===== src/rtl/assert_macros.svh =====
// assertion macros shared by the rtl files
`ifndef ASSERT_MACROS_SVH
`define ASSERT_MACROS_SVH

// property checked on every rising edge of clk_i outside reset
`define ASSERT_AT(lbl, prop, msg) \
  lbl: assert property (@(posedge clk_i) disable iff (!rst_ni) prop) else $error(msg);

// condition that must never be true outside reset
`define ASSERT_NEVER(lbl, cond, msg) \
  `ASSERT_AT(lbl, !(cond), msg)

`endif


===== src/rtl/pp422_pkg.sv =====
// types, constants and register map of the planar 4:2:0 to packed 4:2:2 converter
package pp422_pkg;

  localparam int unsigned MAX_PAIRS_DEF     = 1024;
  localparam int unsigned MAX_ROW_PAIRS_DEF = 2048;
  localparam int unsigned QUEUE_DEPTH       = 4;

  localparam int OFFSET_W         = 26;
  localparam int PAIR_COUNT_W     = 11;
  localparam int ROW_PAIR_COUNT_W = 12;
  localparam int PITCH_W          = 15;
  localparam int ADDR_W           = 5;
  localparam int DATA_W           = 32;

  typedef enum logic [2:0] {
    REG_OUTPUT_ORDER   = 3'd0,
    REG_SOURCE_PLANAR  = 3'd1,
    REG_PAIR_COUNT     = 3'd2,
    REG_ROW_PAIR_COUNT = 3'd3,
    REG_LINE_PITCH     = 3'd4,
    REG_VERTICAL_FLIP  = 3'd5
  } reg_idx_e;

  localparam logic                        RST_OUTPUT_ORDER   = 1'b0;
  localparam logic                        RST_SOURCE_PLANAR  = 1'b1;
  localparam logic [PAIR_COUNT_W-1:0]     RST_PAIR_COUNT     = 11'd320;
  localparam logic [ROW_PAIR_COUNT_W-1:0] RST_ROW_PAIR_COUNT = 12'd240;
  localparam logic [PITCH_W-1:0]          RST_LINE_PITCH     = 15'd2560;
  localparam logic                        RST_VERTICAL_FLIP  = 1'b0;

  typedef struct packed {
    logic                        output_order;
    logic                        source_planar;
    logic [PAIR_COUNT_W-1:0]     pair_count;
    logic [ROW_PAIR_COUNT_W-1:0] row_pair_count;
    logic [PITCH_W-1:0]          line_pitch;
    logic                        vertical_flip;
  } cfg_t;

  // what the back end does with the chroma of a word
  typedef enum logic [1:0] {
    KIND_PASS,
    KIND_STORE,
    KIND_REUSE
  } kind_e;

  typedef struct packed {
    logic [7:0]          luma_first;
    logic [7:0]          luma_second;
    logic [7:0]          chroma_u;
    logic [7:0]          chroma_v;
    kind_e               kind;
    logic [OFFSET_W-1:0] out_row;
    logic                frame_end;
  } pix_t;

endpackage


===== src/rtl/pp422_front.sv =====
// front end: takes pixel pairs, tracks column and row, classifies chroma use
`include "assert_macros.svh"

module pp422_front #(
  parameter int unsigned MAX_PAIRS     = pp422_pkg::MAX_PAIRS_DEF,
  parameter int unsigned MAX_ROW_PAIRS = pp422_pkg::MAX_ROW_PAIRS_DEF
) (
  input  logic                           clk_i,
  input  logic                           rst_ni,
  input  pp422_pkg::cfg_t                cfg_i,
  input  logic                           in_valid_i,
  output logic                           in_stall_o,
  input  logic [7:0]                     luma_first_i,
  input  logic [7:0]                     luma_second_i,
  input  logic [7:0]                     chroma_u_i,
  input  logic [7:0]                     chroma_v_i,
  input  logic                           full_i,
  output logic                           push_o,
  output pp422_pkg::pix_t                item_o,
  output logic [$clog2(MAX_PAIRS)-1:0]   col_o
);
  import pp422_pkg::*;

  localparam int CW  = $clog2(MAX_PAIRS);
  localparam int PCW = $clog2(MAX_PAIRS + 1);
  localparam int RW  = $clog2(2 * MAX_ROW_PAIRS);
  localparam int RCW = $clog2(MAX_ROW_PAIRS + 1);
  localparam int RSW = RCW + 1;

  logic [CW-1:0]  col_q, col_d;
  logic [RW-1:0]  row_q, row_d;
  logic [PCW-1:0] eff_pairs;
  logic [RCW-1:0] eff_row_pairs;
  logic [RSW-1:0] rows;
  logic           row_done;
  logic           frame_done;

  assign in_stall_o = full_i;
  assign push_o     = in_valid_i && !full_i;

  always_comb begin
    if (cfg_i.pair_count == '0) begin
      eff_pairs = PCW'(1);
    end else if (32'(cfg_i.pair_count) > MAX_PAIRS) begin
      eff_pairs = PCW'(MAX_PAIRS);
    end else begin
      eff_pairs = PCW'(cfg_i.pair_count);
    end
    if (cfg_i.row_pair_count == '0) begin
      eff_row_pairs = RCW'(1);
    end else if (32'(cfg_i.row_pair_count) > MAX_ROW_PAIRS) begin
      eff_row_pairs = RCW'(MAX_ROW_PAIRS);
    end else begin
      eff_row_pairs = RCW'(cfg_i.row_pair_count);
    end
  end

  assign rows       = {eff_row_pairs, 1'b0};
  assign row_done   = (PCW'(col_q) + PCW'(1)) >= eff_pairs;
  assign frame_done = row_done && ((RSW'(row_q) + RSW'(1)) >= rows);

  always_comb begin
    item_o.luma_first  = luma_first_i;
    item_o.luma_second = luma_second_i;
    item_o.chroma_u    = chroma_u_i;
    item_o.chroma_v    = chroma_v_i;
    item_o.frame_end   = frame_done;
    if (!cfg_i.source_planar) begin
      item_o.kind = KIND_PASS;
    end else if (!row_q[0]) begin
      item_o.kind = KIND_STORE;
    end else begin
      item_o.kind = KIND_REUSE;
    end
    // flipped row wraps like the offset does
    if (cfg_i.vertical_flip) begin
      item_o.out_row = OFFSET_W'(rows) - OFFSET_W'(1) - OFFSET_W'(row_q);
    end else begin
      item_o.out_row = OFFSET_W'(row_q);
    end
  end

  assign col_o = col_q;

  always_comb begin
    col_d = col_q;
    row_d = row_q;
    if (push_o) begin
      if (!row_done) begin
        col_d = col_q + CW'(1);
      end else begin
        col_d = '0;
        row_d = frame_done ? '0 : row_q + RW'(1);
      end
    end
  end

  always_ff @(posedge clk_i or negedge rst_ni) begin
    if (!rst_ni) begin
      col_q <= '0;
      row_q <= '0;
    end else begin
      col_q <= col_d;
      row_q <= row_d;
    end
  end

  `ASSERT_AT(a_front_frame_wrap, push_o && item_o.frame_end |=> col_q == '0 && row_q == '0, "counters not cleared after frame end")

endmodule


===== config.mk =====
export PLATFORM = sky130hd
export DESIGN_NAME = pp422_front
export DESIGN_NICKNAME = d
export VERILOG_FILES = /design/src/rtl/pp422_pkg.sv /design/src/rtl/pp422_front.sv
export VERILOG_INCLUDE_DIRS = /design/src /design/src/rtl
export SDC_FILE = /design/constraint.sdc
export NUM_CORES = 1
export LEC_CHECK = 0
export ABC_CLOCK_PERIOD_IN_PS = 9400
export BUFFER_PORTS_ARGS = -buffer_cell sky130_fd_sc_hd__clkbuf_2
export CORE_MARGIN = 10
export CORE_UTILIZATION = 46
export CTS_BUF_LIST = sky130_fd_sc_hd__clkbuf_8
export DETAILED_ROUTE_END_ITERATION = 10
export PLACE_DENSITY = 0.8
export SYNTH_ARGS = -nofsm -noshare
export SYNTH_HDL_FRONTEND = slang
export SYNTH_SLANG_ARGS = --single-unit

===== constraint.sdc =====
create_clock -name clk_i -period 9.4 [get_ports clk_i]
set_input_delay 0.47 -clock clk_i [delete_from_list [all_inputs] [get_ports clk_i]]
set_output_delay 0.47 -clock clk_i [all_outputs]
set_load 0.01 [all_outputs]

==> flow_metrics.tcl <==
set metrics [dict create \
    status "finished clean" \
    leakagePower_nw 1.53 \
    wl_per_cell_microns 14.7 \
    synthMuxAreaShare_pct 1.63 \
    clkSlewWorstSetupHoldPaths_ps 70 \
    die_area_sq_um 10600 \
    highest_layer "met4" \
    drc 0 \
    synth_nets 534 \
    ant_nets 0 \
    synth-main-ff-cell "dfrtp_1" \
    syn_area_per_cell_sq_um 7.55 \
    worstSetupEndpointType "output pin" \
    drt-pass1-iter-count 4 \
    htreeDepth 1 \
    required_ps 8930 \
    gp_congestion 0.917 \
    hold_class "in2async" \
    dr_wl_met2_microns 3420 \
    hpwl_microns 6330 \
    die_w_microns 103 \
    max_freq_mhz 214 \
    grt_pass1_vias 2760 \
    critPathMaxFanout 12 \
    cts_buffers 3 \
    cts_resized 0 \
    final_common_cell "clkbuf_2" \
    relSlewSlack_pct 53.6 \
    via_count 2927 \
    netlist_area_sq_um 3150 \
    synth_top_family_by_area "compound AO/OA/AOI/OAI gates" \
    core.rowCount 30 \
    dp_cells 511 \
    fin_crit_ps 4660 \
    io_pins 150 \
    vias_per_cell 5.69 \
    async_flop_share_pct 100 \
    setup_viol 0 \
    layout_common_cells "clkbuf_2 (69), nand2_1 (56), ha_1 (39), o21ai_0 (34), inv_1 (23)" \
    worst_setup_path_start_kind "input pin" \
    cts_root_buf "clkbuf_8" \
    clock_latency_ps 250 \
    postSynthCellCount 418 \
    drt_iter0_drc 151 \
    final_cell_area_sq_um 3250 \
    portBuffers 69 \
    synth_xor_area_share_pct 6.66 \
    ys_warn_count 0 \
    hold_viol_final 0 \
    drv_cap 0 \
    r2r_cells 12 \
    core_sq_um 6720 \
    total_power_w 0.000416 \
    arrival_ps 4190 \
    rsz0062_at_grt "false" \
    cts_setup_buffers 0 \
    route.met3.wl_microns 488 \
    r2r_setup_slack_ps 6070 \
    reg2reg_to "row_q[5]" \
    synth_edf_count 0 \
    grt_pass1_wl_microns 12400 \
    layout.nets 552 \
    drt-met1-wl_microns 3550 \
    critical_path_class "in2out" \
    clkSinkCount 22 \
    gr-usage-all-layers_pct 13.8 \
    fin_crit_sh_pct 49.6 \
    placed_area_sq_um 3200 \
    vdd_drop_max_uv 80.5 \
    finalSetupTns_ps 0 \
    worst_slew_pin_slew_ps 696 \
    holdWs_ps 182 \
    synth_cell_types 53 \
    p_per_area_nw_per_um2 128 \
    synth-compound-area-share_pct 21.8 \
    start_util_pct 46.9 \
    die-height_microns 103 \
    regToRegStartpoint "row_q[0]" \
    antenna_cells 0 \
    cts_hold_buf 0 \
    layout.cells.non_filler 514 \
    antenna_found_initial 0 \
    synth_seq_area_share_pct 17.5 \
    drive_above_1_share_pct 18.4 \
    yosys.area_share.simple_pct 21.5 \
    synthAdderAreaFrac_pct 15.5 \
    finalMaxSlewViolations 0 \
    ys_ff_latch 22 \
    clock_skew_ps 3.16 \
    clk_path_buf_depth 2 \
    grt_max_degree 23 \
    cts_tree "built" \
    area_growth_pct 2.90 \
    grt_overflow 0 \
    wl_microns 7530 \
]
## per-layer routing
layer,global-route usage (%),vias up
met3,2.21,11
met1,18.2,1346
li1,-,1481
met2,22.5,89
met4,3.74,0
met5,0,-
## synth_stat cells, drive strengths merged, types with 2 or more instances
cell / count / area, sq um
o22ai: 3 / 18.8
o31ai: 5 / 42.5
a31oi: 4 / 25.0
or3: 3 / 18.8
clkbuf: 6 / 23.8
a21o: 2 / 15.0
clkinv: 2 / 7.51
mux2i: 4 / 40.0
o211ai: 6 / 50.1
inv: 23 / 86.3
nor3: 18 / 90.1
a22o: 9 / 78.8
nor2: 22 / 98.9
o41ai: 2 / 25.0
a21oi: 16 / 80.1
o21a: 9 / 68.8
or4: 2 / 15.0
xnor2: 18 / 158
and3: 6 / 37.5
a211oi: 2 / 15.0
nand4: 4 / 25.0
xor2: 6 / 52.6
dfrtp: 22 / 551
nand3: 19 / 100
nand2b: 4 / 25.0
buf: 50 / 372
o21ai: 37 / 185
nand2: 56 / 210
nor2b: 2 / 12.5
nor4: 5 / 31.3
ha: 39 / 488
## worst max-delay path by stage
| stage | start | slack (ps) | cells after the start | end |
|---|---|---|---|---|
| final | cfg_i[22] | 4740 | 16 | item_o[25] |
| after global routing | cfg_i[22] | 4190 | 16 | item_o[19] |
| after CTS | cfg_i[22] | 4720 | 16 | item_o[25] |
| after detailed placement | cfg_i[22] | 4730 | 16 | item_o[25] |
| after global placement | cfg_i[22] | 4880 | 16 | item_o[18] |
| after floorplan | cfg_i[24] | 5220 | 14 | item_o[16] |
## critical path, stage by stage
cell       delay, ps
clkbuf_2         120
nor4_1           440
nand2b_1         200
nor3_1           190
o21ai_0          170
ha_1             370
nand2_1          150
or3_1            110
o211ai_1          90
ha_1             240
a21oi_1          310
nand2_1          110
o2111ai_1        290
a21oi_1          130
o22ai_1          550
clkbuf_2         250
## layout make-up
type | instances | area, sq um
fillers | 678 | 3470
clock buffers | 3 | 41.3
multi-input cells | 315 | 2110
repair buffers | 69 | 345
well taps | 80 | 100
flip-flops and latches | 22 | 551
inverters | 25 | 93.8
## cell families after synthesis
family / count (synthesis)
AO/OA/AOI/OAI: 104
XOR/XNOR: 24
adder cells (fa/ha/maj): 39
buffers and inverters: 81
flip-flops: 22
multiplexers: 5
AND/OR/NAND/NOR: 143
## registers in the layout (all words and copies together), names as in the netlist
name and count:
col_o 10, row_q 12
## power breakdown
| part | switching [W] | leakage, nW | internal [W] |
|---|---|---|---|
| clock network | 0.0000260 | 0.0216 | 0.0000284 |
| logic | 0.000132 | 1.22 | 0.0000972 |
| registers | 0.0000243 | 0.291 | 0.000108 |
## per-stage QoR
stage	setup WS, ps	utilization, %
6_report	4740	48.3
5_1_grt	4190	48.3
4_1_cts	4720	48.3
3_5_place_dp	4730	47.7
3_3_place_gp	4880	47.7
2_1_floorplan	5220	-
(Power assumes the default switching activity.)
