`src/rtl/assert_macros.svh`:
```
// assertion macros shared by the rtl files
`ifndef ASSERT_MACROS_SVH
`define ASSERT_MACROS_SVH

// property checked on every rising edge of clk_i outside reset
`define ASSERT_AT(lbl, prop, msg) \
  lbl: assert property (@(posedge clk_i) disable iff (!rst_ni) prop) else $error(msg);

// condition that must never be true outside reset
`define ASSERT_NEVER(lbl, cond, msg) \
  `ASSERT_AT(lbl, !(cond), msg)

`endif

```
`src/rtl/pp422_pkg.sv`:
```
// types, constants and register map of the planar 4:2:0 to packed 4:2:2 converter
package pp422_pkg;

  localparam int unsigned MAX_PAIRS_DEF     = 1024;
  localparam int unsigned MAX_ROW_PAIRS_DEF = 2048;
  localparam int unsigned QUEUE_DEPTH       = 4;

  localparam int OFFSET_W         = 26;
  localparam int PAIR_COUNT_W     = 11;
  localparam int ROW_PAIR_COUNT_W = 12;
  localparam int PITCH_W          = 15;
  localparam int ADDR_W           = 5;
  localparam int DATA_W           = 32;

  typedef enum logic [2:0] {
    REG_OUTPUT_ORDER   = 3'd0,
    REG_SOURCE_PLANAR  = 3'd1,
    REG_PAIR_COUNT     = 3'd2,
    REG_ROW_PAIR_COUNT = 3'd3,
    REG_LINE_PITCH     = 3'd4,
    REG_VERTICAL_FLIP  = 3'd5
  } reg_idx_e;

  localparam logic                        RST_OUTPUT_ORDER   = 1'b0;
  localparam logic                        RST_SOURCE_PLANAR  = 1'b1;
  localparam logic [PAIR_COUNT_W-1:0]     RST_PAIR_COUNT     = 11'd320;
  localparam logic [ROW_PAIR_COUNT_W-1:0] RST_ROW_PAIR_COUNT = 12'd240;
  localparam logic [PITCH_W-1:0]          RST_LINE_PITCH     = 15'd2560;
  localparam logic                        RST_VERTICAL_FLIP  = 1'b0;

  typedef struct packed {
    logic                        output_order;
    logic                        source_planar;
    logic [PAIR_COUNT_W-1:0]     pair_count;
    logic [ROW_PAIR_COUNT_W-1:0] row_pair_count;
    logic [PITCH_W-1:0]          line_pitch;
    logic                        vertical_flip;
  } cfg_t;

  // what the back end does with the chroma of a word
  typedef enum logic [1:0] {
    KIND_PASS,
    KIND_STORE,
    KIND_REUSE
  } kind_e;

  typedef struct packed {
    logic [7:0]          luma_first;
    logic [7:0]          luma_second;
    logic [7:0]          chroma_u;
    logic [7:0]          chroma_v;
    kind_e               kind;
    logic [OFFSET_W-1:0] out_row;
    logic                frame_end;
  } pix_t;

endpackage

```
`src/rtl/pp422_fifo.sv`:
```
// short word queue between front and back end
`include "assert_macros.svh"

module pp422_fifo #(
  parameter int unsigned DEPTH = pp422_pkg::QUEUE_DEPTH,
  parameter int unsigned WIDTH = 8
) (
  input  logic             clk_i,
  input  logic             rst_ni,
  input  logic             push_i,
  input  logic [WIDTH-1:0] data_i,
  input  logic             pop_i,
  output logic [WIDTH-1:0] data_o,
  output logic             full_o,
  output logic             empty_o
);
  localparam int PW = $clog2(DEPTH);
  localparam int NW = $clog2(DEPTH + 1);

  logic [WIDTH-1:0] slots_q [DEPTH];
  logic [PW-1:0]    wr_q, wr_d, rd_q, rd_d;
  logic [NW-1:0]    cnt_q, cnt_d;

  assign full_o  = cnt_q == NW'(DEPTH);
  assign empty_o = cnt_q == '0;
  assign data_o  = slots_q[rd_q];

  always_comb begin
    wr_d  = wr_q;
    rd_d  = rd_q;
    cnt_d = cnt_q;
    if (push_i) begin
      wr_d = (wr_q == PW'(DEPTH - 1)) ? '0 : wr_q + PW'(1);
    end
    if (pop_i) begin
      rd_d = (rd_q == PW'(DEPTH - 1)) ? '0 : rd_q + PW'(1);
    end
    if (push_i && !pop_i) begin
      cnt_d = cnt_q + NW'(1);
    end else if (pop_i && !push_i) begin
      cnt_d = cnt_q - NW'(1);
    end
  end

  always_ff @(posedge clk_i or negedge rst_ni) begin
    if (!rst_ni) begin
      wr_q  <= '0;
      rd_q  <= '0;
      cnt_q <= '0;
    end else begin
      wr_q  <= wr_d;
      rd_q  <= rd_d;
      cnt_q <= cnt_d;
    end
  end

  always_ff @(posedge clk_i) begin
    if (push_i) begin
      slots_q[wr_q] <= data_i;
    end
  end

  `ASSERT_NEVER(a_fifo_overflow, push_i && full_o, "push into full queue")
  `ASSERT_NEVER(a_fifo_underflow, pop_i && empty_o, "pop from empty queue")

endmodule

```
`config.mk`:
```
export PLATFORM = sky130hd
export DESIGN_NAME = pp422_fifo
export DESIGN_NICKNAME = d
export VERILOG_FILES = /design/src/rtl/pp422_pkg.sv /design/src/rtl/pp422_fifo.sv
export VERILOG_INCLUDE_DIRS = /design/src /design/src/rtl
export SDC_FILE = /design/constraint.sdc
export NUM_CORES = 1
export LEC_CHECK = 0
export BUFFER_PORTS_ARGS = -buffer_cell sky130_fd_sc_hd__buf_4
export CORE_MARGIN = 1
export CORE_UTILIZATION = 50
export DETAILED_ROUTE_END_ITERATION = 12
export GPL_ROUTABILITY_DRIVEN = 0
export PLACE_DENSITY = 0.73
export SLEW_MARGIN = 40
export SYNTH_ARGS = -nofsm -noshare
export SYNTH_HDL_FRONTEND = slang
export SYNTH_SLANG_ARGS = --single-unit
```
`constraint.sdc`:
```
create_clock -name clk_i -period 1.4 [get_ports clk_i]
set_clock_uncertainty 0.15 [all_clocks]
set_input_delay 0.21 -clock clk_i [delete_from_list [all_inputs] [get_ports clk_i]]
set_output_delay 0.21 -clock clk_i [all_outputs]
set_load 0.05 [all_outputs]
```
==> impl_metrics.env, run 1 <==
export IMPL_path_delay_family="multiplexers"
export IMPL_die_width_um=58.04
export IMPL_status="finished with violations"
export IMPL_drv_cap=0
export IMPL_syn2layout_area_growth_pct=41.35
export IMPL_violations="DRC, setup timing"
export IMPL_crit_path_frequent_cell="buf_6"
export IMPL_ant_nets=0
export IMPL_worst_path_max_delay_cell="mux4_2"
export IMPL_avgSynthCellArea_um2=19.88
export IMPL_grt_pass1_wl_mm=4.188
export IMPL_fin_crit_ps=1918
export IMPL_synth_cells=79
export IMPL_worstSkewPairLatency_ps=320
export IMPL_startpoint_type="register"
export IMPL_final_common_cell="edfxtp_1"
export IMPL_critPathMaxFanout=5
export IMPL_utilization_pct=77.16
export IMPL_p_sw_share_pct=36.42
export IMPL_p_clk_share_pct=12.0
export IMPL_worst_r2r_startpoint="rd_q[0]"
export IMPL_fmax_mhz=521.3
export IMPL_coreArea_mm2=0.002877
export IMPL_vias=855
export IMPL_yosysUniqueCellTypes=18
export IMPL_path_class="register to output port"
export IMPL_fin_crit_sh_pct=137.0
export IMPL_htreeDepth=2
export IMPL_die_h_um=58.04
export IMPL_pre_cts_ws_ps=-191.0
export IMPL_worst_ep_arrival_time_ps=1560
export IMPL_wl_mm=2.561
export IMPL_layout_common_cells="edfxtp_1 (32), buf_4 (20), buf_6 (17)"
export IMPL_grt_pass1_vias=904
export IMPL_power_frac_seq_pct=36.9
export IMPL_cts_root_buffer="clkbuf_4"
export IMPL_worst_slack_ps=-518.2
export IMPL_drv_slew=0
export IMPL_path_cells="buf_6, mux4_2, buf_6"
export IMPL_ys_warnings_count=0
export IMPL_antenna_found_initial=0
export IMPL_synth_ff_latch_count=39
export IMPL_endpoint_kind="output port"
export IMPL_worstReg2RegEnd="rd_q[1]"
export IMPL_drt_iter0_drc=26
export IMPL_path_clk_slew_ps=110
export IMPL_fin_nets=152
export IMPL_rows=19
export IMPL_drtPass1Iterations=8
export IMPL_overflow=0
export IMPL_intPower_uw=2950
export IMPL_r2r_slack_ps=-130
export IMPL_layout_drive_gt1_share_pct=52.99
export IMPL_cts_tree="done"
export IMPL_leakage_uw=0.0008539
export IMPL_power_density_mw_per_mm2=2090
export IMPL_vdd_ir_drop_max_mv=1.259
export IMPL_drt_vias_per_instance=4.858
export IMPL_synthesis_area_mm2=0.001570
export IMPL_io_pins=22
export IMPL_yosysSeqAreaShare_pct=72.35
export IMPL_grt_setup_unrepaired="yes"
export IMPL_clock_sinks=39
export IMPL_syn_num_nets=98
export IMPL_tightestPinTransition_ps=268.3
export IMPL_nFillCells=159
export IMPL_hold_viol_final=0
export IMPL_dp_hpwl_mm=1.742
export IMPL_reg2reg_depth=5
export IMPL_cts_max_path_buffers=2
export IMPL_start_util_pct=54.59
export IMPL_setup_viol=14
export IMPL_hold_class="input pin to asynchronous set/reset pin"
export IMPL_relSlewSlack_pct=82.11
export IMPL_antenna_cells=0
export IMPL_combPwrFrac_pct=51.1
export IMPL_drc_errors=3
export IMPL_port_buffers=21
export IMPL_worstPathRequired_ps=1040
export IMPL_slowest_delay_ps=510
export IMPL_net_switching_power_uw=1690
export IMPL_design_die_area_mm2=0.003369
export IMPL_critPathBufInv=2
export IMPL_post_drt_wl_per_cell_um=14.55
export IMPL_numCtsBuffers=5
export IMPL_grt_max_degree=12
export IMPL_grtUsageTotal_pct=17.72
[cells by family (layout without fill, tap and decap cells)]
family,count (synthesis),after routing,share of synthesized area [%]
DFF,39,39,72.35
AOI/OAI and AO/OA,2,2,0.6375
adders and majority gates,7,7,6.056
buffers and inverters,7,62,2.231
muxes,11,11,13.63
xor gates and xnor gates,3,3,1.674
and+or+nand+nor,10,10,3.426
[registers in the layout, summed over array words and instances (netlist names)]
name	count
cnt_q	3
wr_q	2
slots_q	32
rd_q	2
[cells in the mapped netlist]
master	count	area (µm²)
and2_1	4	25.02
edfxtp_1	32	960.9
dfrtp_1	7	175.2
mux4_2	8	180.2
nor3b_1	1	7.510
mux2_2	3	33.78
xor2_1	2	17.52
nor3_1	1	5.000
inv_1	5	18.77
nand2_1	1	3.750
buf_2	1	5.000
fa_1	1	20.02
o21ai_0	2	10.01
buf_6	1	11.26
xnor2_1	1	8.760
ha_1	6	75.07
nand3_1	1	5.000
nor2_1	2	7.510
[how the worst max path moves through the flow]
stage / startpoint / end / slack, ps / depth (start not counted)
global route: rd_q[0] / data_o[1] / -580 / 3
global placement: rd_q[0] / data_o[4] / -170 / 3
floorplan: rd_q[0] / data_o[0] / -130 / 2
finish: rd_q[0] / data_o[1] / -520 / 3
CTS: rd_q[0] / data_o[1] / -550 / 3
detailed placement: pop_i / cnt_q[2] / -190 / 8
[power groups by stage]
| stage | clock network, µW | registers, µW | logic (µW) |
|---|---|---|---|
| 4_1_cts | 588 | 1710 | 2310 |
| 6_report | 559 | 1710 | 2370 |
| 3_3_place_gp | 0 | 1710 | 1920 |
| 3_5_place_dp | 0 | 1730 | 1960 |
| 5_1_grt | 624 | 1730 | 2520 |
| 2_1_floorplan | 0 | 1680 | 1350 |
[what timing repair did]
item,in CTS,in global routing
endpoints found under the hold margin,39,0
pin swaps,4,1
hold buffers,9,0
endpoints found under the setup margin,30,36
resized for setup,21,5
buffers inserted,4,3
[routing by layer]
layer	up-vias	global-route usage, %	routed length [µm]
met4	0	7.143	16
met1	418	22.97	1043
met5	-	0	0
li1	410	-	-
met3	2	4.688	109
met2	25	28.74	1392
[layout make-up]
type                    instances  area [µm²]  area share, %
well taps                      42       52.55          2.368
clock inverters                 1       3.754         0.1691
multi-input cells              33       455.4          20.52
inverters                       5       21.27         0.9583
clock buffers                   7       55.05          2.480
repair buffers                 49       491.7          22.15
flip-flops and latches         39        1140          51.35
[metrics by stage]
stage	instance area [µm²]	total power [µW]	hold WS, ps	std cells	setup TNS [ps]
2_1_floorplan	1607	3031	-235.6	79	-1115
3_3_place_gp	1936	3628	-122.3	153	-1550
3_5_place_dp	1936	3690	-121.3	153	-1910
4_1_cts	2196	4615	55.02	174	-5034
5_1_grt	2220	4874	62.56	176	-5464
6_report	2220	4640	65.92	176	-4759
No activity file was read; power rests on OpenSTA's default activity.
==> run 2: changes to the inputs <==
CORE_ASPECT_RATIO = 1.5   (was default)
==> run 2 against run 1 <==
Effect of this change:
- routed wire length increased by 7.2%
- clock power up 69%
- combinational power fell by 3%
- sequential share of layout area decreased by 0.52 points
- the flow finishes with violations (setup timing)
- hold slack improved by 36 ps
- first-iteration DRC count down 27%
- worst setup slack better by 33 ps
- highest routed layer unchanged
- largest cell class unchanged
==> impl_metrics.env, run 2 (same netlist as run 1, synthesis figures left out) <==
export IMPL_drt_iter0_drc=19
export IMPL_min_delay_start="push_i"
export IMPL_startpoint_type="register"
export IMPL_worstPathRequired_ps=1040
export IMPL_drt_vias_per_instance=5.234
export IMPL_power_density_mw_per_mm2=2213
export IMPL_post_drt_wl_per_cell_um=16.06
export IMPL_start_util_pct=53.36
export IMPL_drtPass1Iterations=4
export IMPL_grt_pass1_vias=988
export IMPL_die_width_um=47.76
export IMPL_total_power_uw=4962
export IMPL_wl_mm=2.746
export IMPL_worst_r2r_startpoint="cnt_q[0]"
export IMPL_violations="setup timing"
export IMPL_leakage_uw=0.0008616
export IMPL_setup_viol=13
export IMPL_crit_start="rd_q[0]"
export IMPL_critPathMaxFanout=8
export IMPL_syn2layout_area_growth_pct=42.79
export IMPL_grtUsageTotal_pct=19.83
export IMPL_coreArea_mm2=0.002943
export IMPL_multiInputGateArea_um2=445.4
export IMPL_grt_busiest_layer="met2"
export IMPL_holdWs_ps=102.1
export IMPL_drv_cap=0
export IMPL_largest_reg_flops=32
export IMPL_grt_met3_usage_pct=6.888
export IMPL_placed_area_mm2=0.001932
export IMPL_die_h_um=70.64
export IMPL_hold_class="input pin to register"
export IMPL_status="finished with violations"
export IMPL_fin_crit_sh_pct=134.7
export IMPL_tightestPinTransition_ps=262.2
export IMPL_grt_max_degree=13
export IMPL_endpoint_kind="output port"
export IMPL_regArea_mm2=0.001140
export IMPL_grt_setup_unrepaired="yes"
export IMPL_drc_errors=0
export IMPL_vias=895
export IMPL_path_clk_slew_ps=80
export IMPL_grtUsageMet1_pct=20.00
export IMPL_clock_sinks=39
export IMPL_worst_ep_arrival_time_ps=1530
export IMPL_port_buffers=21
export IMPL_vdd_ir_drop_max_mv=1.448
export IMPL_fmax_mhz=530.5
export IMPL_ant_nets=0
export IMPL_grt_met2_usage_pct=33.18
export IMPL_cts_tree="done"
export IMPL_numCtsBuffers=5
export IMPL_overflow=0
export IMPL_fin_nets=150
export IMPL_nFillCells=194
export IMPL_top_regs="slots_q x32, cnt_q x3"
export IMPL_drv_slew=0
export IMPL_dp_hpwl_mm=1.826
export IMPL_hold_viol_final=0
export IMPL_worst_slack_ps=-485.1
export IMPL_worstSkewPairLatency_ps=290
export IMPL_fin_area_mm2=0.002242
export IMPL_antenna_found_initial=0
export IMPL_utilization_pct=76.19
export IMPL_layout_common_cells="edfxtp_1 (32), buf_4 (20), buf_6 (15)"
export IMPL_design_die_area_mm2=0.003373
export IMPL_cts_root_buffer="clkbuf_8"
export IMPL_cts_max_path_buffers=2
export IMPL_fin_crit_ps=1885
export IMPL_io_pins=22
export IMPL_layout_drive_gt1_share_pct=53.03
export IMPL_grt_pass1_wl_mm=4.284
export IMPL_rows=24
export IMPL_path_class="register to output port"
export IMPL_relSlewSlack_pct=82.52
export IMPL_htreeDepth=2
export IMPL_regMostFlops="slots_q"
export IMPL_final_common_cell="edfxtp_1"
export IMPL_antenna_cells=0
-- run 2: cell count changes in the layout (fill, tap and decap cells not counted), moves of 2 or more --
cell	delta
clkbuf_4	-5
clkbuf_8	+5
buf_6	-2
mux2_2	+2
mux2_4	-2
-- run 2: power by group --
part | leakage (µW) | internal [µW] | switching, µW | total [µW]
clock | 0.0000612 | 576 | 367 | 943
combinational | 0.000426 | 1110 | 1190 | 2300
sequential | 0.000374 | 1540 | 179 | 1710
total | 0.000862 | 3220 | 1740 | 4960
-- run 2: worst max-delay path, cell delays in order, from the launching register on --
cell and delay (ps):
dfrtp_1 390, buf_12 150, mux4_2 520, buf_6 170
-- run 2: layer usage --
metal / vias to the layer above / wire (µm)
li1: 400 / -
met1: 455 / 954
met3: 8 / 115
met5: - / 0
met4: 0 / 80
met2: 32 / 1595
-- run 2: final timing paths --
kind                             end  cells past startpoint  slack [ps]
max reg2reg                 cnt_q[2]                      5        -130
max                        data_o[7]                      3        -490
max in group asynchronous   cnt_q[1]                      2         850
min reg2reg                 cnt_q[2]                      1         410
min in group asynchronous    wr_q[0]                      2         110
min                         cnt_q[0]                      3         100
-- run 2: layout make-up --
| type | instances | area share (%) |
|---|---|---|
| clock inverter | 2 | 1.563 |
| multi-input combinational | 33 | 19.87 |
| sequential | 39 | 50.84 |
| clock buffer | 6 | 3.683 |
| tap | 39 | 2.176 |
| timing repair buffer | 47 | 20.93 |
| inverter | 5 | 0.9487 |
-- run 2: through the flow --
stage,setup TNS [ps],setup WS [ps],std cells
global placement,-1659,-178.4,150
detailed placement,-2076,-209.7,150
global route,-4924,-535.1,171
floorplan,-1115,-126.4,79
CTS,-4494,-499.1,169
finish,-4361,-485.1,171
-- run 2: what timing repair did --
action,CTS,global route
hold endpoints to repair,39,0
hold buffers,9,0
pin swaps,5,2
buffers inserted,3,2
resized for setup,15,5
setup endpoints to repair,28,34
