## src/rtl/assert_macros.svh

```systemverilog
// assertion macros shared by the rtl files
`ifndef ASSERT_MACROS_SVH
`define ASSERT_MACROS_SVH

// property checked on every rising edge of clk_i outside reset
`define ASSERT_AT(lbl, prop, msg) \
  lbl: assert property (@(posedge clk_i) disable iff (!rst_ni) prop) else $error(msg);

// condition that must never be true outside reset
`define ASSERT_NEVER(lbl, cond, msg) \
  `ASSERT_AT(lbl, !(cond), msg)

`endif

```

## src/rtl/pp422_pkg.sv

```systemverilog
// types, constants and register map of the planar 4:2:0 to packed 4:2:2 converter
package pp422_pkg;

  localparam int unsigned MAX_PAIRS_DEF     = 1024;
  localparam int unsigned MAX_ROW_PAIRS_DEF = 2048;
  localparam int unsigned QUEUE_DEPTH       = 4;

  localparam int OFFSET_W         = 26;
  localparam int PAIR_COUNT_W     = 11;
  localparam int ROW_PAIR_COUNT_W = 12;
  localparam int PITCH_W          = 15;
  localparam int ADDR_W           = 5;
  localparam int DATA_W           = 32;

  typedef enum logic [2:0] {
    REG_OUTPUT_ORDER   = 3'd0,
    REG_SOURCE_PLANAR  = 3'd1,
    REG_PAIR_COUNT     = 3'd2,
    REG_ROW_PAIR_COUNT = 3'd3,
    REG_LINE_PITCH     = 3'd4,
    REG_VERTICAL_FLIP  = 3'd5
  } reg_idx_e;

  localparam logic                        RST_OUTPUT_ORDER   = 1'b0;
  localparam logic                        RST_SOURCE_PLANAR  = 1'b1;
  localparam logic [PAIR_COUNT_W-1:0]     RST_PAIR_COUNT     = 11'd320;
  localparam logic [ROW_PAIR_COUNT_W-1:0] RST_ROW_PAIR_COUNT = 12'd240;
  localparam logic [PITCH_W-1:0]          RST_LINE_PITCH     = 15'd2560;
  localparam logic                        RST_VERTICAL_FLIP  = 1'b0;

  typedef struct packed {
    logic                        output_order;
    logic                        source_planar;
    logic [PAIR_COUNT_W-1:0]     pair_count;
    logic [ROW_PAIR_COUNT_W-1:0] row_pair_count;
    logic [PITCH_W-1:0]          line_pitch;
    logic                        vertical_flip;
  } cfg_t;

  // what the back end does with the chroma of a word
  typedef enum logic [1:0] {
    KIND_PASS,
    KIND_STORE,
    KIND_REUSE
  } kind_e;

  typedef struct packed {
    logic [7:0]          luma_first;
    logic [7:0]          luma_second;
    logic [7:0]          chroma_u;
    logic [7:0]          chroma_v;
    kind_e               kind;
    logic [OFFSET_W-1:0] out_row;
    logic                frame_end;
  } pix_t;

endpackage

```

## src/rtl/pp422_regs.sv

```systemverilog
// apb configuration registers
module pp422_regs (
  input  logic                           clk_i,
  input  logic                           rst_ni,
  input  logic                           psel,
  input  logic                           penable,
  input  logic                           pwrite,
  input  logic [pp422_pkg::ADDR_W-1:0]   paddr,
  input  logic [pp422_pkg::DATA_W-1:0]   pwdata,
  output logic [pp422_pkg::DATA_W-1:0]   prdata,
  output logic                           pready,
  output pp422_pkg::cfg_t                cfg_o
);
  import pp422_pkg::*;

  cfg_t     cfg_q, cfg_d;
  reg_idx_e idx;
  logic     wr_en;

  assign idx    = reg_idx_e'(paddr[ADDR_W-1:2]);
  assign wr_en  = psel && penable && pwrite;
  assign pready = 1'b1;
  assign cfg_o  = cfg_q;

  always_comb begin
    cfg_d = cfg_q;
    if (wr_en) begin
      case (idx)
        REG_OUTPUT_ORDER:   cfg_d.output_order   = pwdata[0];
        REG_SOURCE_PLANAR:  cfg_d.source_planar  = pwdata[0];
        REG_PAIR_COUNT:     cfg_d.pair_count     = pwdata[PAIR_COUNT_W-1:0];
        REG_ROW_PAIR_COUNT: cfg_d.row_pair_count = pwdata[ROW_PAIR_COUNT_W-1:0];
        REG_LINE_PITCH:     cfg_d.line_pitch     = pwdata[PITCH_W-1:0];
        REG_VERTICAL_FLIP:  cfg_d.vertical_flip  = pwdata[0];
        default:            cfg_d = cfg_q;
      endcase
    end
  end

  always_comb begin
    case (idx)
      REG_OUTPUT_ORDER:   prdata = DATA_W'(cfg_q.output_order);
      REG_SOURCE_PLANAR:  prdata = DATA_W'(cfg_q.source_planar);
      REG_PAIR_COUNT:     prdata = DATA_W'(cfg_q.pair_count);
      REG_ROW_PAIR_COUNT: prdata = DATA_W'(cfg_q.row_pair_count);
      REG_LINE_PITCH:     prdata = DATA_W'(cfg_q.line_pitch);
      REG_VERTICAL_FLIP:  prdata = DATA_W'(cfg_q.vertical_flip);
      default:            prdata = '0;
    endcase
  end

  always_ff @(posedge clk_i or negedge rst_ni) begin
    if (!rst_ni) begin
      cfg_q.output_order   <= RST_OUTPUT_ORDER;
      cfg_q.source_planar  <= RST_SOURCE_PLANAR;
      cfg_q.pair_count     <= RST_PAIR_COUNT;
      cfg_q.row_pair_count <= RST_ROW_PAIR_COUNT;
      cfg_q.line_pitch     <= RST_LINE_PITCH;
      cfg_q.vertical_flip  <= RST_VERTICAL_FLIP;
    end else begin
      cfg_q <= cfg_d;
    end
  end

endmodule

```

## config.mk

```make
export PLATFORM = sky130hd
export DESIGN_NAME = pp422_regs
export DESIGN_NICKNAME = d
export VERILOG_FILES = /design/src/rtl/assert_macros.svh /design/src/rtl/pp422_pkg.sv /design/src/rtl/pp422_regs.sv
export SDC_FILE = /design/constraint.sdc
export NUM_CORES = 1
export LEC_CHECK = 0
export ABC_AREA = 1
export BUFFER_PORTS_ARGS = -buffer_cell sky130_fd_sc_hd__buf_2
export CAP_MARGIN = 15
export CORE_UTILIZATION = 48
export DETAILED_ROUTE_END_ITERATION = 7
export MAX_ROUTING_LAYER = met4
export PLACE_DENSITY = 0.86
export SYNTH_ARGS = -nofsm -noshare
export SYNTH_HDL_FRONTEND = slang
export SYNTH_SLANG_ARGS = --single-unit
```

## constraint.sdc

```tcl
create_clock -name clk_i -period 1.4 [get_ports clk_i]
set_input_delay 0.28 -clock clk_i [delete_from_list [all_inputs] [get_ports clk_i]]
set_output_delay 0.28 -clock clk_i [all_outputs]
set_load 0.02 [all_outputs]
```

==> results list, run 1 <==
- Once layout is complete, the cells apart from fillers number 427.
* First-pass DRT Iterations: 4
* Total global routing overflow: 0
- Synth top area share: between 30% and 40%
* Number of antenna violations at the first check in global routing: 0
- Biggest cell delay along the critical path: between 0.5 and 0.6 ns
- The repair_antennas step left the layout with diodes totalling 0.
* Final setup slack of the worst path: -0.0771 ns
* Count of different cell masters after synthesis: 21
- Most instantiated library cell after synthesis: nand2_1
- Worst setup path start: cfg_o[39]
* Commonest cells in the netlist: nand2_1, dfrtp_1, o21ai_0, nand3_1, buf_4
* Effective utilization at floorplan: 51.2%
- The worst setup path is captured at an output port.
- After synthesis the cells add up to around 0.0021 sq mm.
- Placed cells: about 400
- Cell breakdown of the critical path: nand3_2 -> nand2_1 -> inv_1 -> nand2_1 -> buf_6
* Largest area contributor in the synthesized netlist: dfrtp_1
* Htree depth: 2
- Counting flops with a built-in enable in the synthesized netlist gives 0.
* Number of global-route vias before repair: ~2100
* Power per cell area: 1260 mW/mm^2
- The die covers between 0.004 and 0.005 sq mm.
- Once detailed placement completed, the half-perimeter wirelength came to 3.82 mm.
* Depth of the worst register-to-register path: 4
- In the routed design, unresolved DRC markers number 0.
- Critical register-to-register path startpoint: cfg_o[12]
- In this run the horizontal extent of the chip is 68 microns.
* Average footprint of a synthesized cell: 7.83 sq um
* Clock buffer count from CTS: 5
- Top cell family by delay on the critical path: flip-flops
* Count of endpoints failing hold in the final timing report: 0
- The worst register-to-register path ends at cfg_o[12].
- The final reports fail on negative setup slack.
- Summed area of non-filler cells in the final layout: 0.00305 sq mm
* Flip-flop cell with the highest count after synthesis: dfrtp_1
* Max FFs per register: 41
- Top area cells in the synthesized netlist: dfrtp_1, nand2_1, dfstp_2
* Final critical-path share of the clock period: 106%
* Setup repair after global routing missed its margin: true
- Synthesis produced a netlist whose cell count is 267.
- Counting the fill cells in the layout gives 316.
- Area grow syn2layout: 45.8%
* TritonCTS clock tree: yes
* Seq cells post-synth: 41
- Of all nets on the critical path, the largest fanout is 2.
- For this block, the initial DRC count from the detailed router was 194.
* Top-level port count: 116
- Summing all multi-input logic gate instances after layout gives 970 sq um.
- Together, buffers and inverters on the worst path number 2.
- Post-Place Cell Area: 0.00262 sq mm
- The clock passes through at most 2 buffers.
* Vertical extent of the die: 68 microns
* Root buffer cell: clkbuf_8
* Fraction of layout cells with a size suffix above 1: 42.7%
* Register cell area after layout: 0.00104 sq mm
- Number of stages on the worst hold path: 3
* Number of maximum-capacitance constraint violations: 0
- Entering global routing, the biggest net connects 42 pins.
* Data arrival at the endpoint of the critical path: 1.20 ns
* Worst setup slack for register-to-register paths: 0.34 ns
- Post-detailed-route wirelength per cell: 14.0 microns
- Antenna violation net count after detailed routing: 0
- Fraction of synthesis flops using an asynchronous set or reset pin: 100%
- Global placer's final weighted congestion: 0.838
- During synthesis, Yosys emitted a total of 0 warnings.
* Nets@finish: about 420
* Outcome: finished with violations
- In this run the most critical hold path is launched from pwdata[13].
- Final Slew Violations: 0
- Master of the slowest instance on the critical path: dfstp_2
* Reported leakage power: 1.75 nW
- Counting buffers and inverters, the worst setup path is 5 cells deep.
- GRT Util Overall: 28.6%
* Clock-pin slew on the worst setup and hold paths: around 0.07 ns
- Setup violations remaining at the end of the flow were counted as 2.
* Number of clock sinks seen by CTS: 41
- For hold timing, the worst endpoint is cfg_o[14].
- Overall power consumption: 3.84 mW
- Largest voltage drop on the vdd net: 1030 uV
- The worst setup path is launched from a register.
* Required time at the endpoint of the critical path: around 1.1 ns
- Share of synthesized area occupied by flip-flops and latches: 49.6%
- Setup total negative slack: -0.0909 ns
* Area of the core: 0.00409 sq mm
- Maximum clock frequency: 677 MHz
- At the later pin of the worst-skew pair, clock insertion delay measures approximately 0.3 ns.
- Tightest Hold Check Type: primary input to register
- Port bufs: 78
- The first global-routing pass estimated around 9.4 mm of wire.
* Via-to-Cell Ratio: ~5
- The clock arrives with 0 ns of skew.
- Detailed-route via count: 2174
- Cell with the most instances on the worst path: nand2_1
- Post-layout minimum cycle time: 1.48 ns
- The floorplan has 23 rows.
* Total wirelength of the detailed-routed design: approximately 6.0 mm
- Type of the worst setup path: register to output port
## stage by stage
step           setup slack (ns)  hold WS, ns  utilization [%]
3_5_place_dp            -0.0424        0.269             64.0
4_1_cts                 -0.0729        0.184             71.9
2_1_floorplan             0.108      -0.0156                -
5_1_grt                  -0.134        0.198             74.6
3_3_place_gp            -0.0253        0.268             64.0
6_report                -0.0771        0.186             74.6
## layout by cell type, fill, tap and decap left out, types with 2 or more instances in the layout
| cell | count |
|---|---|
| inv_1 | 8 |
| buf_6 | 18 |
| o21ai_0 | 31 |
| inv_2 | 4 |
| buf_2 | 62 |
| buf_12 | 3 |
| nor2_4 | 2 |
| dfstp_2 | 9 |
| nand2_1 | 100 |
| nand2_4 | 2 |
| conb_1 | 18 |
| dfrtp_1 | 32 |
| nor2_1 | 6 |
| nand4_1 | 3 |
| nand3_1 | 16 |
| nand3_2 | 12 |
| clkbuf_8 | 6 |
| nand2_2 | 8 |
| buf_4 | 29 |
## routing by layer
layer | track usage [%] | vias up | share of wire, %
met5 | - | - | 0
li1 | - | 1036 | -
met2 | 46.9 | 103 | 52
met1 | 34.5 | 1026 | 40
met4 | 11.2 | 0 | 1.2
met3 | 5.67 | 9 | 6.8
## area by class of cell
| cell class | count | area share, % |
|---|---|---|
| well taps | 50 | 2.05 |
| clock buffers | 7 | 2.83 |
| repair buffers | 114 | 26.6 |
| flip-flops and latches | 41 | 34.0 |
| clock inverters | 1 | 0.985 |
| multi-input cells | 201 | 31.8 |
| inverters | 13 | 1.68 |
## tightest hold or removal path: stages
cell     delay, ns
buf_2         0.07
nand2_1       0.04
o21ai_0       0.05
## power by group
part	total, mW	internal (mW)	switching [mW]
logic	1.22	0.450	0.772
clock network	0.986	0.581	0.405
registers	1.63	1.45	0.182
total	3.84	2.48	1.36
## how the worst max path moves through the flow
stage / to / slack (ns)
2_1_floorplan: prdata[11] / 0.11
3_3_place_gp: prdata[6] / -0.03
3_5_place_dp: prdata[11] / -0.04
4_1_cts: prdata[0] / -0.07
5_1_grt: prdata[0] / -0.13
6_report: prdata[0] / -0.08
## repair_timing
item / 4_1_cts / 5_1_grt
gates resized for setup: 33 / 28
gates cloned: 2 / 0
endpoints found under the hold margin: 32 / 0
setup endpoints to repair: 12 / 17
buffers inserted: 9 / 2
hold buffers: 1 / 0
pin swaps: 5 / 7
## kinds of logic (layout without fill, tap and decap cells)
| group | count (synthesis) | in the layout | synth area share (%) |
|---|---|---|---|
| AND/OR/NAND/NOR | 151 | 151 | 30.9 |
| other | 2 | 18 | 0.359 |
| flip-flops | 41 | 41 | 49.6 |
| AO/OA/AOI/OAI | 32 | 32 | 7.72 |
| buffers and inverters | 41 | 135 | 11.4 |
No activity file was read; power rests on OpenSTA's default activity.
==> run 2, diff against run 1 <==
--- a/config.mk
+++ b/config.mk
@@ -6,12 +6,12 @@
 export NUM_CORES = 1
 export LEC_CHECK = 0
 export ABC_AREA = 1
-export BUFFER_PORTS_ARGS = -buffer_cell sky130_fd_sc_hd__buf_2
 export CAP_MARGIN = 15
-export CORE_UTILIZATION = 48
+export CORE_UTILIZATION = 50
 export DETAILED_ROUTE_END_ITERATION = 7
+export DONT_BUFFER_PORTS = 1
 export MAX_ROUTING_LAYER = met4
-export PLACE_DENSITY = 0.86
+export PLACE_DENSITY = 0.65
 export SYNTH_ARGS = -nofsm -noshare
 export SYNTH_HDL_FRONTEND = slang
 export SYNTH_SLANG_ARGS = --single-unit
==> results list, run 2 (synthesis gave the netlist of run 1 again) <==
* Floorplan die area: 0.00444 sq mm (-3.9%)
- Switching share of power: 37.6% (+2.2 points)
- The post-detailed-route wirelength per cell was 15.4 microns (+9.4%).
- The number of DRC markers in iteration 0 was 135 (-30%).
* Via-to-Cell Ratio: 5.34 (+4.9%)
- Setup repair after global routing missed its margin: true
* Post-layout minimum cycle time: 1.47 ns (-0.00259 ns)
- Number of antenna violations at the first check in global routing: 0 (unchanged)
* Final setup slack of the worst path: -0.0745 ns (+0.00259 ns)
* Drt drc: 0 (unchanged)
- The clock power share was 24.3% (-1.4 points).
- The library cell used most frequently in the layout, excluding fill and tap cells, is nand2_1.
- Final critical-path share of the clock period: 105% (-0.18 points)
- The final weighted congestion in routability-driven placement came to 0.820 (-2.2%).
* Total internal power: 2.08 mW (-16%)
- The number of pins with negative max-slew slack in the final report came to 0 (unchanged).
- Total global routing overflow: 0 (unchanged)
- The number of H-tree levels is 2 (unchanged).
- The data arrival time of the worst path came to 1.19 ns (about the same).
* Cell breakdown of the critical path: inv_2 -> o22ai_2 -> buf_6
- Max FFs per register: 41 (unchanged)
- The final reports fail on negative setup slack.
- Setup total negative slack: -0.0899 ns (+0.00102 ns)
- Biggest cell delay along the critical path: 0.61 ns (+0.06 ns)
- CP Capture Type: output port
* Clock-pin slew on the worst setup and hold paths: 0.08 ns (about the same)
* Total wirelength of the detailed-routed design: 5.24 mm (-13%)
- The via count was 1821 (-16%).
- Number of clock sinks seen by CTS: 41 (unchanged)
- Among all stages on the critical path, the largest delay is contributed by dfstp_2.
* Most frequent cells in the layout: nand2_1, o21ai_0, buf_4
- The first-pass GRT wire length is 7.99 mm (-15%).
- Count of endpoints failing hold in the final timing report: 0 (unchanged)
* Port bufs: 0 (-100%)
- The maximum net fanout on the critical path is 2 (unchanged).
* Worst slack after detailed placement: 0.102 ns (+0.144 ns)
* Effective utilization at floorplan: 52.3% (+1.1 points)
* TritonCTS clock tree: yes
- The die height came to 66.7 microns (-2.0%).
* Power share of the combinational group: 18.4% (-13 points)
- Width of the die: 66.7 microns (-2.0%)
- The clock insertion delay at the later pin of the skew report was 0.28 ns (-0.02 ns).
* Type of the worst setup path: register to output port
- The number of rows created at floorplan was 23 (unchanged).
- Area grow syn2layout: 18.2%
- Worst setup slack for register-to-register paths: 0.37 ns (+0.03 ns)
- Among cell families on the critical path, the largest total delay comes from flip-flops.
- The number of antenna repair diodes is 0 (unchanged).
* Reported leakage power: 1.27 nW (-27%)
- Antenna violation net count after detailed routing: 0 (unchanged)
- Count of buffering cells on the critical path with inverters included: 2 (unchanged)
* Largest voltage drop on the vdd net: 735 uV (-29%)
- Detailed placer's ending HPWL: 3.53 mm (-7.6%)
- The number of primary I/O pins was 116 (unchanged).
* Required time at the endpoint of the critical path: 1.12 ns (about the same)
- The number of endpoints failing setup at the final stage is 4 (+2).
* Root buffer cell: clkbuf_8
- The part of the power in registers is 57.3% (+15 points).
* Outcome: finished with violations
- Power spent charging and discharging nets: 1.25 mW (-7.9%)
- The final cell utilization of the core is 61.8% (-13 points).
* Number of global-route vias before repair: 1651 (-21%)
- Setup Skew: 0 ns (unchanged)
* Tightest Hold Check Type: primary input to register
- The final layout net count is 332 (-21%).
* Number of maximum-capacitance constraint violations: 0 (unchanged)
- Maximum clock frequency: 678 MHz (+0.18%)
- Maximum number of pins on one net before global-route repair: 42 (unchanged)
- First-pass DRT Iterations: 4 (unchanged)
- STA classifies the critical path startpoint as a register.
- Power per cell area: 1350 mW/mm^2 (+7.0%)
- Number of buffers between clock root and the deepest sink: 2 (unchanged)
* Clock buffer count from CTS: 5 (unchanged)
* Area of the core: 0.00400 sq mm (-2.1%)
* Fraction of layout cells with a size suffix above 1: 28.5% (-14 points)
* GRT Util Overall: 25.3% (-3.4 points)
-- run 2: cell count changes in the layout (fill, tap and decap cells not counted), sizes merged --
cell	before	now
buf	112	27
clkinv	0	2
bufinv	1	0
clkbuf	7	6
clkdlybuf4s15	1	0
-- run 2: final cells by class --
cell class / count / area (sq um)
fillers: 371 / 1530
flip-flops and latches: 41 / 1050
multi-input cells: 201 / 983
repair buffers: 28 / 229
clock buffers: 6 / 82.6
well taps: 50 / 62.6
inverters: 13 / 48.8
clock inverters: 2 / 13.8
-- run 2: path summary, 6_finish.rpt --
check | from | to | cells past startpoint
max in group asynchronous | rst_ni | cfg_o[39] | 2
setup reg to reg | cfg_o[12] | cfg_o[12] | 3
setup / recovery | cfg_o[12] | prdata[11] | 3
min in group asynchronous | rst_ni | cfg_o[32] | 2
hold / removal | pwdata[5] | cfg_o[21] | 2
hold reg to reg | cfg_o[36] | cfg_o[36] | 2
-- run 2: per-layer routing --
metal  up-vias  track usage, %  wire [microns]
li1        861               -               -
met1       867            33.0            2170
met2        89            38.1            2580
met3         4            8.39             452
met4         0            5.59              48
met5         -               -               0
-- run 2: repair_timing --
| item | in CTS | in global routing |
|---|---|---|
| gates cloned | 0 | 0 |
| hold buffers | 2 | 0 |
| hold endpoints to repair | 41 | 0 |
| endpoints found under the setup margin | 8 | 12 |
| resized for setup | 18 | 18 |
| buffers inserted | 0 | 1 |
| pin swaps | 9 | 3 |
-- run 2: power by group through the flow --
| stage | clock, mW | combinational [mW] | sequential, mW |
|---|---|---|---|
| 2_1_floorplan | 0 | 0.382 | 1.90 |
| 3_5_place_dp | 0 | 0.537 | 1.91 |
| 6_report | 0.809 | 0.613 | 1.91 |
| 4_1_cts | 0.821 | 0.591 | 1.89 |
| 3_3_place_gp | 0 | 0.519 | 1.90 |
| 5_1_grt | 0.882 | 0.685 | 1.94 |
-- run 2: stage by stage --
| stage | cells | cell area, sq um | total power, mW | hold WS, ns |
|---|---|---|---|---|
| CTS | 340 | 2410 | 3.31 | 0.0686 |
| global route | 341 | 2470 | 3.51 | 0.0541 |
| floorplan | 283 | 2150 | 2.28 | -0.0156 |
| finish | 341 | 2470 | 3.33 | 0.0775 |
| global placement | 330 | 2210 | 2.42 | -0.0149 |
| detailed placement | 330 | 2210 | 2.44 | -0.0149 |
